$ cat config.mk
export PLATFORM = sky130hd
export DESIGN_NAME = led_matrix_scroll_scanner
export DESIGN_NICKNAME = d
export VERILOG_FILES = /design/src/rtl/lmss_pkg.sv /design/src/rtl/lmss_ram.sv /design/src/rtl/led_matrix_scroll_scanner.sv
export SDC_FILE = /design/constraint.sdc
export NUM_CORES = 2
export LEC_CHECK = 0
export ABC_AREA = 1
export BUFFER_PORTS_ARGS = -buffer_cell sky130_fd_sc_hd__buf_4
export CORE_MARGIN = 10
export CORE_UTILIZATION = 57
export CTS_CLUSTER_DIAMETER = 50
export CTS_CLUSTER_SIZE = 12
export DETAILED_ROUTE_END_ITERATION = 7
export PLACE_DENSITY = 0.79
export SETUP_SLACK_MARGIN = 0.3
export SLEW_MARGIN = 20
export SYNTH_ARGS = -nofsm -noshare
export SYNTH_HDL_FRONTEND = slang
export SYNTH_HIERARCHICAL = 1
export SYNTH_SLANG_ARGS = --single-unit
$ cat constraint.sdc
create_clock -name clk -period 4.2 [get_ports clk]
set_input_delay 0 -clock clk [delete_from_list [all_inputs] [get_ports clk]]
set_output_delay 0 -clock clk [all_outputs]
set_load 0.01 [all_outputs]
$ cat src/rtl/lmss_pkg.sv
package lmss_pkg;

  localparam int FRAME_DEPTH    = 256;
  localparam int MATRIX_COLUMNS = 8;
  localparam int ADDR_W         = $clog2(FRAME_DEPTH);
  localparam int COL_W          = $clog2(MATRIX_COLUMNS);
  localparam int BYTE_W         = 8;
  localparam int TICK_W         = 16;
  localparam int OP_W           = 2;
  localparam int CFG_IDX_W      = 2;
  localparam int CFG_DATA_W     = 16;
  localparam int IN_DATA_W      = 24;
  localparam int OUT_DATA_W     = 32;

  typedef logic [OP_W-1:0] op_t;

  localparam op_t OP_WRITE = 2'd0;
  localparam op_t OP_START = 2'd1;
  localparam op_t OP_TICK  = 2'd2;

  localparam logic [CFG_IDX_W-1:0] REG_SCROLL_DIR    = 2'd0;
  localparam logic [CFG_IDX_W-1:0] REG_SCROLL_PERIOD = 2'd1;

  localparam logic [TICK_W-1:0] PERIOD_RESET = 16'd250;
  localparam logic [ADDR_W-1:0] COLS_ADDR    = ADDR_W'(MATRIX_COLUMNS);

endpackage

$ cat src/rtl/lmss_ram.sv
module lmss_ram #(
  parameter int WIDTH = 8,
  parameter int DEPTH = 256
) (
  input  logic                     clk,
  input  logic                     wr_en,
  input  logic [$clog2(DEPTH)-1:0] wr_addr,
  input  logic [WIDTH-1:0]         wr_data,
  input  logic                     rd_en,
  input  logic [$clog2(DEPTH)-1:0] rd_addr,
  output logic [WIDTH-1:0]         rd_data
);

  logic [WIDTH-1:0] mem [DEPTH];

  always_ff @(posedge clk) begin
    if (wr_en) begin
      mem[wr_addr] <= wr_data;
    end
    if (rd_en) begin
      rd_data <= mem[rd_addr];
    end
  end

endmodule

$ cat src/rtl/led_matrix_scroll_scanner.sv
// Start and tick words pass the s1 register, then the output register, to out_tvalid.
// One word per cycle on both channels unless out_tready stalls; writes give no result.
// A frame byte read uses the single read port of the frame store, registered.
// Reset (rst_n low, synchronous) clears counters, window, running flag, pipe valids
// and config registers (direction 0, period 250); the frame store is not cleared.
module led_matrix_scroll_scanner (
  input  logic                               clk,
  input  logic                               rst_n,
  input  logic                               in_tvalid,
  output logic                               in_tready,
  // frame_addr, frame_data, frame_length
  input  logic [lmss_pkg::IN_DATA_W-1:0]     in_tdata,
  // op
  input  logic [lmss_pkg::OP_W-1:0]          in_tuser,
  output logic                               out_tvalid,
  input  logic                               out_tready,
  // column_index, column_select, row_bits, window_start, zero pad
  output logic [lmss_pkg::OUT_DATA_W-1:0]    out_tdata,
  input  logic                               cfg_valid,
  output logic                               cfg_ready,
  input  logic [lmss_pkg::CFG_IDX_W-1:0]     cfg_index,
  input  logic [lmss_pkg::CFG_DATA_W-1:0]    cfg_data
);

  import lmss_pkg::*;

  logic                  dir_r;
  logic [TICK_W-1:0]     period_r;
  logic [COL_W-1:0]      col_r, col_nxt;
  logic [TICK_W-1:0]     tick_r, tick_nxt, tick_inc;
  logic [ADDR_W-1:0]     win_r, win_nxt, win_scroll;
  logic [ADDR_W-1:0]     last_r, last_nxt;
  logic                  running_r, running_nxt;

  logic                  s1_valid_r;
  logic [COL_W-1:0]      s1_col_r;
  logic [ADDR_W-1:0]     s1_win_r;
  logic [BYTE_W-1:0]     ram_rd_data;

  logic                  out_valid_r;
  logic [COL_W-1:0]      out_col_r;
  logic [MATRIX_COLUMNS-1:0] out_sel_r;
  logic [BYTE_W-1:0]     out_row_r;
  logic [ADDR_W-1:0]     out_win_r;

  op_t                   op;
  logic [ADDR_W-1:0]     frame_addr;
  logic [BYTE_W-1:0]     frame_data;
  logic [BYTE_W-1:0]     frame_length;
  logic [ADDR_W-1:0]     len_sat;
  logic                  in_acc;
  logic                  s1_adv;
  logic                  s1_load;
  logic                  ram_wr;

  assign op           = in_tuser;
  assign frame_addr   = in_tdata[7:0];
  assign frame_data   = in_tdata[15:8];
  assign frame_length = in_tdata[23:16];

  assign s1_adv    = !out_valid_r || out_tready;
  assign in_tready = !s1_valid_r || s1_adv;
  assign in_acc    = in_tvalid && in_tready;
  assign cfg_ready = 1'b1;

  always_ff @(posedge clk) begin
    if (!rst_n) begin
      dir_r    <= 1'b0;
      period_r <= PERIOD_RESET;
    end else if (cfg_valid) begin
      unique case (cfg_index)
        REG_SCROLL_DIR:    dir_r    <= cfg_data[0];
        REG_SCROLL_PERIOD: period_r <= cfg_data;
        default: ;
      endcase
    end
  end

  // window step with wrap at both frame ends
  always_comb begin
    if (!dir_r) begin
      win_scroll = (win_r >= last_r) ? '0 : win_r + 1'b1;
    end else begin
      win_scroll = (win_r == '0 || win_r > last_r) ? last_r : win_r - 1'b1;
    end
  end

  assign len_sat  = (frame_length < BYTE_W'(MATRIX_COLUMNS)) ? COLS_ADDR : frame_length;
  assign tick_inc = tick_r + 1'b1;

  always_comb begin
    col_nxt     = col_r;
    tick_nxt    = tick_r;
    win_nxt     = win_r;
    last_nxt    = last_r;
    running_nxt = running_r;
    s1_load     = 1'b0;
    ram_wr      = 1'b0;
    if (in_acc) begin
      unique case (op)
        OP_WRITE: ram_wr = 1'b1;
        OP_START: begin
          last_nxt    = len_sat - COLS_ADDR;
          col_nxt     = '0;
          tick_nxt    = '0;
          win_nxt     = dir_r ? len_sat - COLS_ADDR : '0;
          running_nxt = 1'b1;
          s1_load     = 1'b1;
        end
        OP_TICK: begin
          if (running_r) begin
            col_nxt = col_r + 1'b1;
            s1_load = 1'b1;
            if (tick_inc == period_r) begin
              tick_nxt = '0;
              win_nxt  = win_scroll;
            end else begin
              tick_nxt = tick_inc;
            end
          end
        end
        default: ;
      endcase
    end
  end

  always_ff @(posedge clk) begin
    if (!rst_n) begin
      col_r     <= '0;
      tick_r    <= '0;
      win_r     <= '0;
      last_r    <= '0;
      running_r <= 1'b0;
    end else begin
      col_r     <= col_nxt;
      tick_r    <= tick_nxt;
      win_r     <= win_nxt;
      last_r    <= last_nxt;
      running_r <= running_nxt;
    end
  end

  lmss_ram #(
    .WIDTH (BYTE_W),
    .DEPTH (FRAME_DEPTH)
  ) u_frame_ram (
    .clk     (clk),
    .wr_en   (ram_wr),
    .wr_addr (frame_addr),
    .wr_data (frame_data),
    .rd_en   (s1_load),
    .rd_addr (win_nxt + ADDR_W'(col_nxt)),
    .rd_data (ram_rd_data)
  );

  always_ff @(posedge clk) begin
    if (!rst_n) begin
      s1_valid_r <= 1'b0;
    end else if (in_tready) begin
      s1_valid_r <= s1_load;
    end
  end

  always_ff @(posedge clk) begin
    if (s1_load) begin
      s1_col_r <= col_nxt;
      s1_win_r <= win_nxt;
    end
  end

  always_ff @(posedge clk) begin
    if (!rst_n) begin
      out_valid_r <= 1'b0;
    end else if (s1_adv) begin
      out_valid_r <= s1_valid_r;
    end
  end

  always_ff @(posedge clk) begin
    if (s1_adv && s1_valid_r) begin
      out_col_r <= s1_col_r;
      out_sel_r <= MATRIX_COLUMNS'(1) << s1_col_r;
      out_row_r <= ram_rd_data;
      out_win_r <= s1_win_r;
    end
  end

  assign out_tvalid = out_valid_r;
  assign out_tdata  = {5'd0, out_win_r, out_row_r, out_sel_r, out_col_r};

  a_win_in_frame: assert property (@(posedge clk) disable iff (!rst_n)
    win_r <= last_r)
    else $error("window offset past last window position");

  a_idle_counters: assert property (@(posedge clk) disable iff (!rst_n)
    !running_r |-> (col_r == '0 && tick_r == '0))
    else $error("counters moved before start");

  a_sel_onehot: assert property (@(posedge clk) disable iff (!rst_n)
    out_valid_r |-> ($onehot(out_sel_r) && out_sel_r[out_col_r]))
    else $error("column select does not match column index");

  a_idle_tick_silent: assert property (@(posedge clk) disable iff (!rst_n)
    (in_acc && op == OP_TICK && !running_r) |=> !s1_valid_r)
    else $error("tick before start produced a word");

endmodule

Word-level counts from Yosys, hierarchy flattened

Memory sizes are Yosys's and may differ from the RTL's. A register that Yosys moved wholly into a read port is not among the register bits.
Index checks and enable logic that the tools add are counted.

$add $sub $neg: 6
Magnitude comparators: 3
Shift-type cells: 1
Muxes and demuxes: 22
Reduce and logical (&&, ||, !) cells: 15
Equal/unequal tests: 5

Operators by type and width:

| cell                                                                 | number |
|---|---|
| 8-bit 2-to-1 mux                                                     | 8 |
| 16-bit 2-to-1 mux                                                    | 2 |
| 16-bit case mux with 2 select lines                                  | 1 |
| 16-bit by 1-bit adder with 16-bit output, second input constant      | 1 |
| 16-bit == test                                                       | 1 |
| 8-bit case mux with 2 select lines                                   | 1 |
| 8-bit by 1-bit adder with 8-bit output, second input constant        | 1 |
| 8-bit by 3-bit adder with 8-bit output                               | 1 |
| 8-bit >= comparator                                                  | 1 |
| 8-bit > comparator                                                   | 1 |
| 8-bit logical NOT                                                    | 1 |
| 8-bit by 4-bit < comparator with 1-bit output, second input constant | 1 |
| 1-bit by 3-bit left shift with 8-bit output, first input constant    | 1 |
| 8-bit by 1-bit subtractor with 8-bit output, second input constant   | 1 |
| 8-bit by 4-bit subtractor with 8-bit output, second input constant   | 1 |
| 1-bit 2-to-1 mux                                                     | 6 |
| 3-bit 2-to-1 mux                                                     | 2 |
| 3-bit case mux with 2 select lines                                   | 1 |
| 2-bit AND reduction                                                  | 3 |
| 2-bit by 1-bit == test with 1-bit output, second input constant      | 2 |
| 2-bit logical NOT                                                    | 2 |
| 3-bit by 1-bit adder with 3-bit output, second input constant        | 1 |
| 1-bit logical OR                                                     | 3 |
| 3-bit AND reduction                                                  | 1 |
| 6 further kinds                                                      | 8 |

Bits in writable memories: 2048
Word-level logic and storage cells: 68
Flip-flop bits (word level): 93
Input port bits: 49
Output and inout bits: 35
Memories kept: 1

Memory list:

| name            | words | bits a word | read ports | clocked after memory_dff | wr ports | line           | text |
|---|---|---|---|---|---|---|---|
| u_frame_ram.mem | 256   | 8           | 1          | 1                        | 1        | lmss_ram.sv:14 | `logic [WIDTH-1:0] mem [DEPTH];` |

Longest topological paths before layout

Word-level depth: 9
Mapped depth: 34

Hierarchy

The synthesis kept the hierarchy.

By module, submodules not included:

| module                    | area each (sq um) | sequential area each (sq um) | times used | cells each |
|---|---|---|---|---|
| lmss_ram                  | 83476.3           | 61739.2                      | 1          | 7003 |
| led_matrix_scroll_scanner | 5407.7            | 2242.2                       | 1          | 716 |

Least setup slack after synthesis

OpenSTA, ideal clock, no wires.

Kind: reg2reg
From: reg tick_r[0]
To: reg u_frame_ram.rd_data[5], read port of u_frame_ram.mem, data pin
Setup time: 0.130 ns
Path buffers: 2
Data required time: 4.070 ns
Setup slack: 0.016 ns
Period minus slack after synthesis: 4.184 ns
Arrival time: 4.054 ns
Stages on the path, launching flop included: 31
Cell sequence: dfxtp_1 -> ha_1 -> nand2_2 -> nor2_4 -> nand2_2 -> nor2_1 -> nand2_1 -> nand2_1 -> nand2_1 -> nand2_1 -> nand3_1 -> nor2_2 -> nand3_4 -> a21oi_1 -> o21ai_1 -> a31oi_1 -> ha_1 -> inv_1 -> fa_1 -> inv_1 -> a21oi_1 -> nor2_4 -> xor2_1 -> clkbuf_1 -> buf_1 -> nand3_1 -> nand3_1 -> nand3_1 -> nand2_1 -> nand2_1 -> nand2_1

Longest elaborated chain between the ends: 7

RTL lines:

| what                                     | line                             | text |
|---|---|---|
| from (decl)                              | led_matrix_scroll_scanner.sv:30  | `logic [TICK_W-1:0] tick_r, tick_nxt, tick_inc;` |
| from (signal assigned)                   | led_matrix_scroll_scanner.sv:136 | `tick_r <= tick_nxt;` |
| 16-bit by 1-bit adder with 16-bit output | led_matrix_scroll_scanner.sv:89  | `assign tick_inc = tick_r + 1'b1;` |
| 16-bit == test                           | led_matrix_scroll_scanner.sv:114 | `if (tick_inc == period_r) begin` |
| 8-bit 2-to-1 mux                         | led_matrix_scroll_scanner.sv:114 |  |
| 8-bit 2-to-1 mux                         | led_matrix_scroll_scanner.sv:111 | `if (running_r) begin` |
| 8-bit case mux with 2 select lines       | led_matrix_scroll_scanner.sv:100 | `unique case (op)` |
| 8-bit 2-to-1 mux                         | led_matrix_scroll_scanner.sv:99  | `if (in_acc) begin` |
| named net win_nxt[0]                     | led_matrix_scroll_scanner.sv:31  | `logic [ADDR_W-1:0] win_r, win_nxt, win_scroll;` |
| 8-bit by 3-bit adder with 8-bit output   | led_matrix_scroll_scanner.sv:152 | `.rd_addr (win_nxt + ADDR_W'(col_nxt)),` |
| to (decl)                                | lmss_ram.sv:11                   | `output logic [WIDTH-1:0] rd_data` |

The timed path passes the listed nets, and every way through them passes these cells.
A chain may end at the register's enable or synchronous reset.

Worst setup path in the final report

From: reg tick_r[1]
To: reg u_frame_ram.rd_data[2], read port of u_frame_ram.mem, data pin

The elaborated chain is that of the path after synthesis.

==> results.json <==
{
  "clock_sink_count": 2149,
  "max_cap_violations": 0,
  "drive_gt1_frac": 0.164,
  "critPathCapture": "u_frame_ram/rd_data[2]",
  "yosysTopAreaCell": "edfxtp_1",
  "cts_tree": "done",
  "vdd_ir_drop_max_mv": 0.348,
  "track_usage": 0.299,
  "cts_inserted_buffers": 207,
  "timing.rr.end": "u_frame_ram/rd_data[2]",
  "grt_max_degree": 128,
  "ys.flop_type": "edfxtp_1",
  "finalCriticalPeriod_ns": 5.06,
  "power_density_mw_per_mm2": 466,
  "cp.required_ns": 4.80,
  "antenna_found_initial": 11,
  "worstMarginPinSlew_ns": 1.05,
  "yosys-top-cells-count": "nand2_1, edfxtp_1, nand3_1",
  "dieArea_sq_mm": 0.172,
  "vias": 66300,
  "cp-start-kind": "flop",
  "synth_most_common_cell": "nand2_1",
  "slowest_stage": "fa_2",
  "synth_mux_area_frac": 0,
  "synth_top_family_by_area": "simple AND/OR/NAND/NOR gates",
  "r2r-start": "tick_r[1]",
  "drtIter0Drc": 10400,
  "clockBufferDepth": 3,
  "yosys.area_share.simple": 0.235,
  "dp_hpwl_mm": 151,
  "areaGrowthSynthToFinish_pct": 19.6,
  "violations": "design-rule violations, negative setup slack",
  "syn_avg_cell_area_sq_um": 11.5,
  "grt_pass1_vias": 64000,
  "timing.final.ws_setup_ns": -0.859,
  "ys_types": 44,
  "path_clk_slew_ns": 0.06,
  "tns_ns": -6.60,
  "grt_first_pass_wirelength_mm": 395,
  "final_nets": 8356,
  "hold_violations": 0,
  "reg2reg_slack_ns": -0.86,
  "syn_inst": 7719,
  "ys_top_cells_by_area": "edfxtp_1, nand3_1, nand2_1",
  "grt_overflow": 0,
  "place_congestion": 0.952,
  "status": "finished, violations left",
  "rsz0062_at_grt": "yes",
  "maxSlewViolCount": 0,
  "initial_core_util": 0.575,
  "die-width_microns": 415,
  "crit_type": "flop to flop",
  "wl_per_cell_microns": 25.7,
  "die_height_microns": 415,
  "drc": 3,
  "drt-total-wl_mm": 267,
  "cts_max_level": 4,
  "n_fill_cell": 9788,
  "async_flop_share": 0,
  "post-place-ws_ns": -0.930,
  "rows": 144,
  "ys_seq_elements": 2149,
  "yosys_warnings": 6,
  "synth-edff-count": 2094,
  "synth_compound_area_frac": 0.00642,
  "endpoint_kind": "flop",
  "fmax_mhz": 198,
  "finClkSkew_ns": 0.0299,
  "relSlewSlack": 0.300,
  "yosysTopAreaCellShare": 0.707,
  "stdcell_count": 10400,
  "critPathArrivalTime_ns": 5.66,
  "final_util": 0.688,
  "total_power_w": 0.0495,
  "synth_adder_area_share": 0.00290,
  "first_pass_iters": 8,
  "setup-violations-final": 8,
  "cp_slowest_stage_delay_ns": 0.58,
  "clk_latency_ns": 0.85,
  "p_leak_nw": 38.5,
  "min_period_over_period": 1.20,
  "io_pins": 84,
  "core_sq_mm": 0.155,
  "synth-xor-area-share": 0.00175,
  "root_buffer": "clkbuf_16",
  "antenna_left": 0,
  "crit_start": "tick_r[1]",
  "netlist_area_sq_mm": 0.0889,
  "ys_seq_area_frac": 0.720,
  "min_path_type": "input port to flop",
  "portBuffers": 77,
  "place_inst": 9883,
  "via_per_inst": 6.38,
  "cp_max_fo": 7,
  "reg2regPathDepth": 34
}
[stage by stage]
step | hold slack (ns) | instance area, sq um
floorplan | 0.0989 | 89300
global placement | 0.217 | 95200
detailed placement | 0.220 | 95200
CTS | 0.0117 | 106000
global route | 0.131 | 106000
finish | 0.100 | 106000
[flip-flops by register name, indices dropped and copies added, names as in the netlist]
| signal | flops |
|---|---|
| col_r | 3 |
| out_col_r | 3 |
| period_r | 16 |
| out_sel_r | 8 |
| out_win_r | 8 |
| last_r | 8 |
| s1_win_r | 8 |
| u_frame_ram/mem | 2048 |
| u_frame_ram/rd_data | 8 |
| out_tvalid | 1 |
| win_r | 8 |
| dir_r | 1 |
| s1_valid_r | 1 |
| s1_col_r | 3 |
| tick_r | 16 |
| running_r | 1 |
| out_row_r | 8 |
[where the power goes]
group / switching [W] / total, W / internal, W
registers: 0.0000361 / 0.0236 / 0.0236
clock network: 0.00763 / 0.0167 / 0.00909
logic: 0.00593 / 0.00919 / 0.00325
total: 0.0136 / 0.0495 / 0.0359
[metal layers]
layer | part of all wire | GRT usage | wire length, microns | up-vias
met3 | 0.14 | 0.0782 | 36200 | 1102
li1 | - | - | - | 28300
met5 | 0.000094 | 0 | 25 | -
met4 | 0.067 | 0.173 | 18000 | 4
met1 | 0.34 | 0.379 | 90300 | 31500
met2 | 0.46 | 0.465 | 122000 | 5435
[kinds of logic (layout without fill, tap and decap cells)]
| kind of cell | count (synthesis) | count (layout) |
|---|---|---|
| simple gates | 4788 | 4788 |
| xor+xnor | 16 | 16 |
| other cells | 2 | 18 |
| compound gates | 105 | 105 |
| buf+inv | 639 | 1261 |
| fa+ha+maj | 20 | 20 |
| flops | 2149 | 2149 |
[layout by cell type, fill, tap and decap left out, types with 27 or more instances in the layout]
cell           instances
nand2_1             2277
edfxtp_1            2094
nand3_1             1787
buf_4                507
nor2_1               327
nand3_2              271
clkbuf_16            213
buf_12               125
inv_1                120
dlygate4sd3_1        119
a21oi_1               57
dfxtp_1               52
buf_16                38
buf_6                 33
nand3_4               32
buf_8                 27
[how the worst min path moves through the flow]
stage,endpoint,start,slack (ns),cells after the start
after CTS,dir_r,cfg_index[0],0.01,5
final,dir_r,cfg_index[0],0.10,5
after global routing,dir_r,cfg_index[0],0.13,5
after detailed placement,period_r[5],cfg_data[5],0.22,3
after floorplan,u_frame_ram/mem[0][0],in_tdata[8],0.1,0
after global placement,period_r[5],cfg_data[5],0.22,3
[final cells by class]
cell class	instances	area (sq um)	area share
tap	2044	2560	0.0241
clock buffer	232	5330	0.0501
multi-input combinational	4935	23800	0.224
timing repair inverter	4	58.8	0.000553
clock inverter	35	393	0.00370
sequential	2149	64000	0.602
antenna	12	30.0	0.000283
timing repair buffer	857	9550	0.0899
inverter	133	577	0.00543
[repair_timing]
action	in CTS	in global routing
hold buffers	119	0
buffers inserted	75	7
gates cloned	34	4
endpoints found under the hold margin	1165	0
gates resized for setup	421	92
endpoints found under the setup margin	8	8
pin swaps	85	26
[worst max-delay path: cells and delay by family (launching register included)]
family | cells | cell delay [ns]
buffers and inverters | 9 | 0.98
adders and majority gates | 2 | 0.75
DFF | 1 | 0.37
and+or+nand+nor | 20 | 2.16
AOI/OAI and AO/OA | 3 | 0.52
Power figures use the tool's default switching activity.
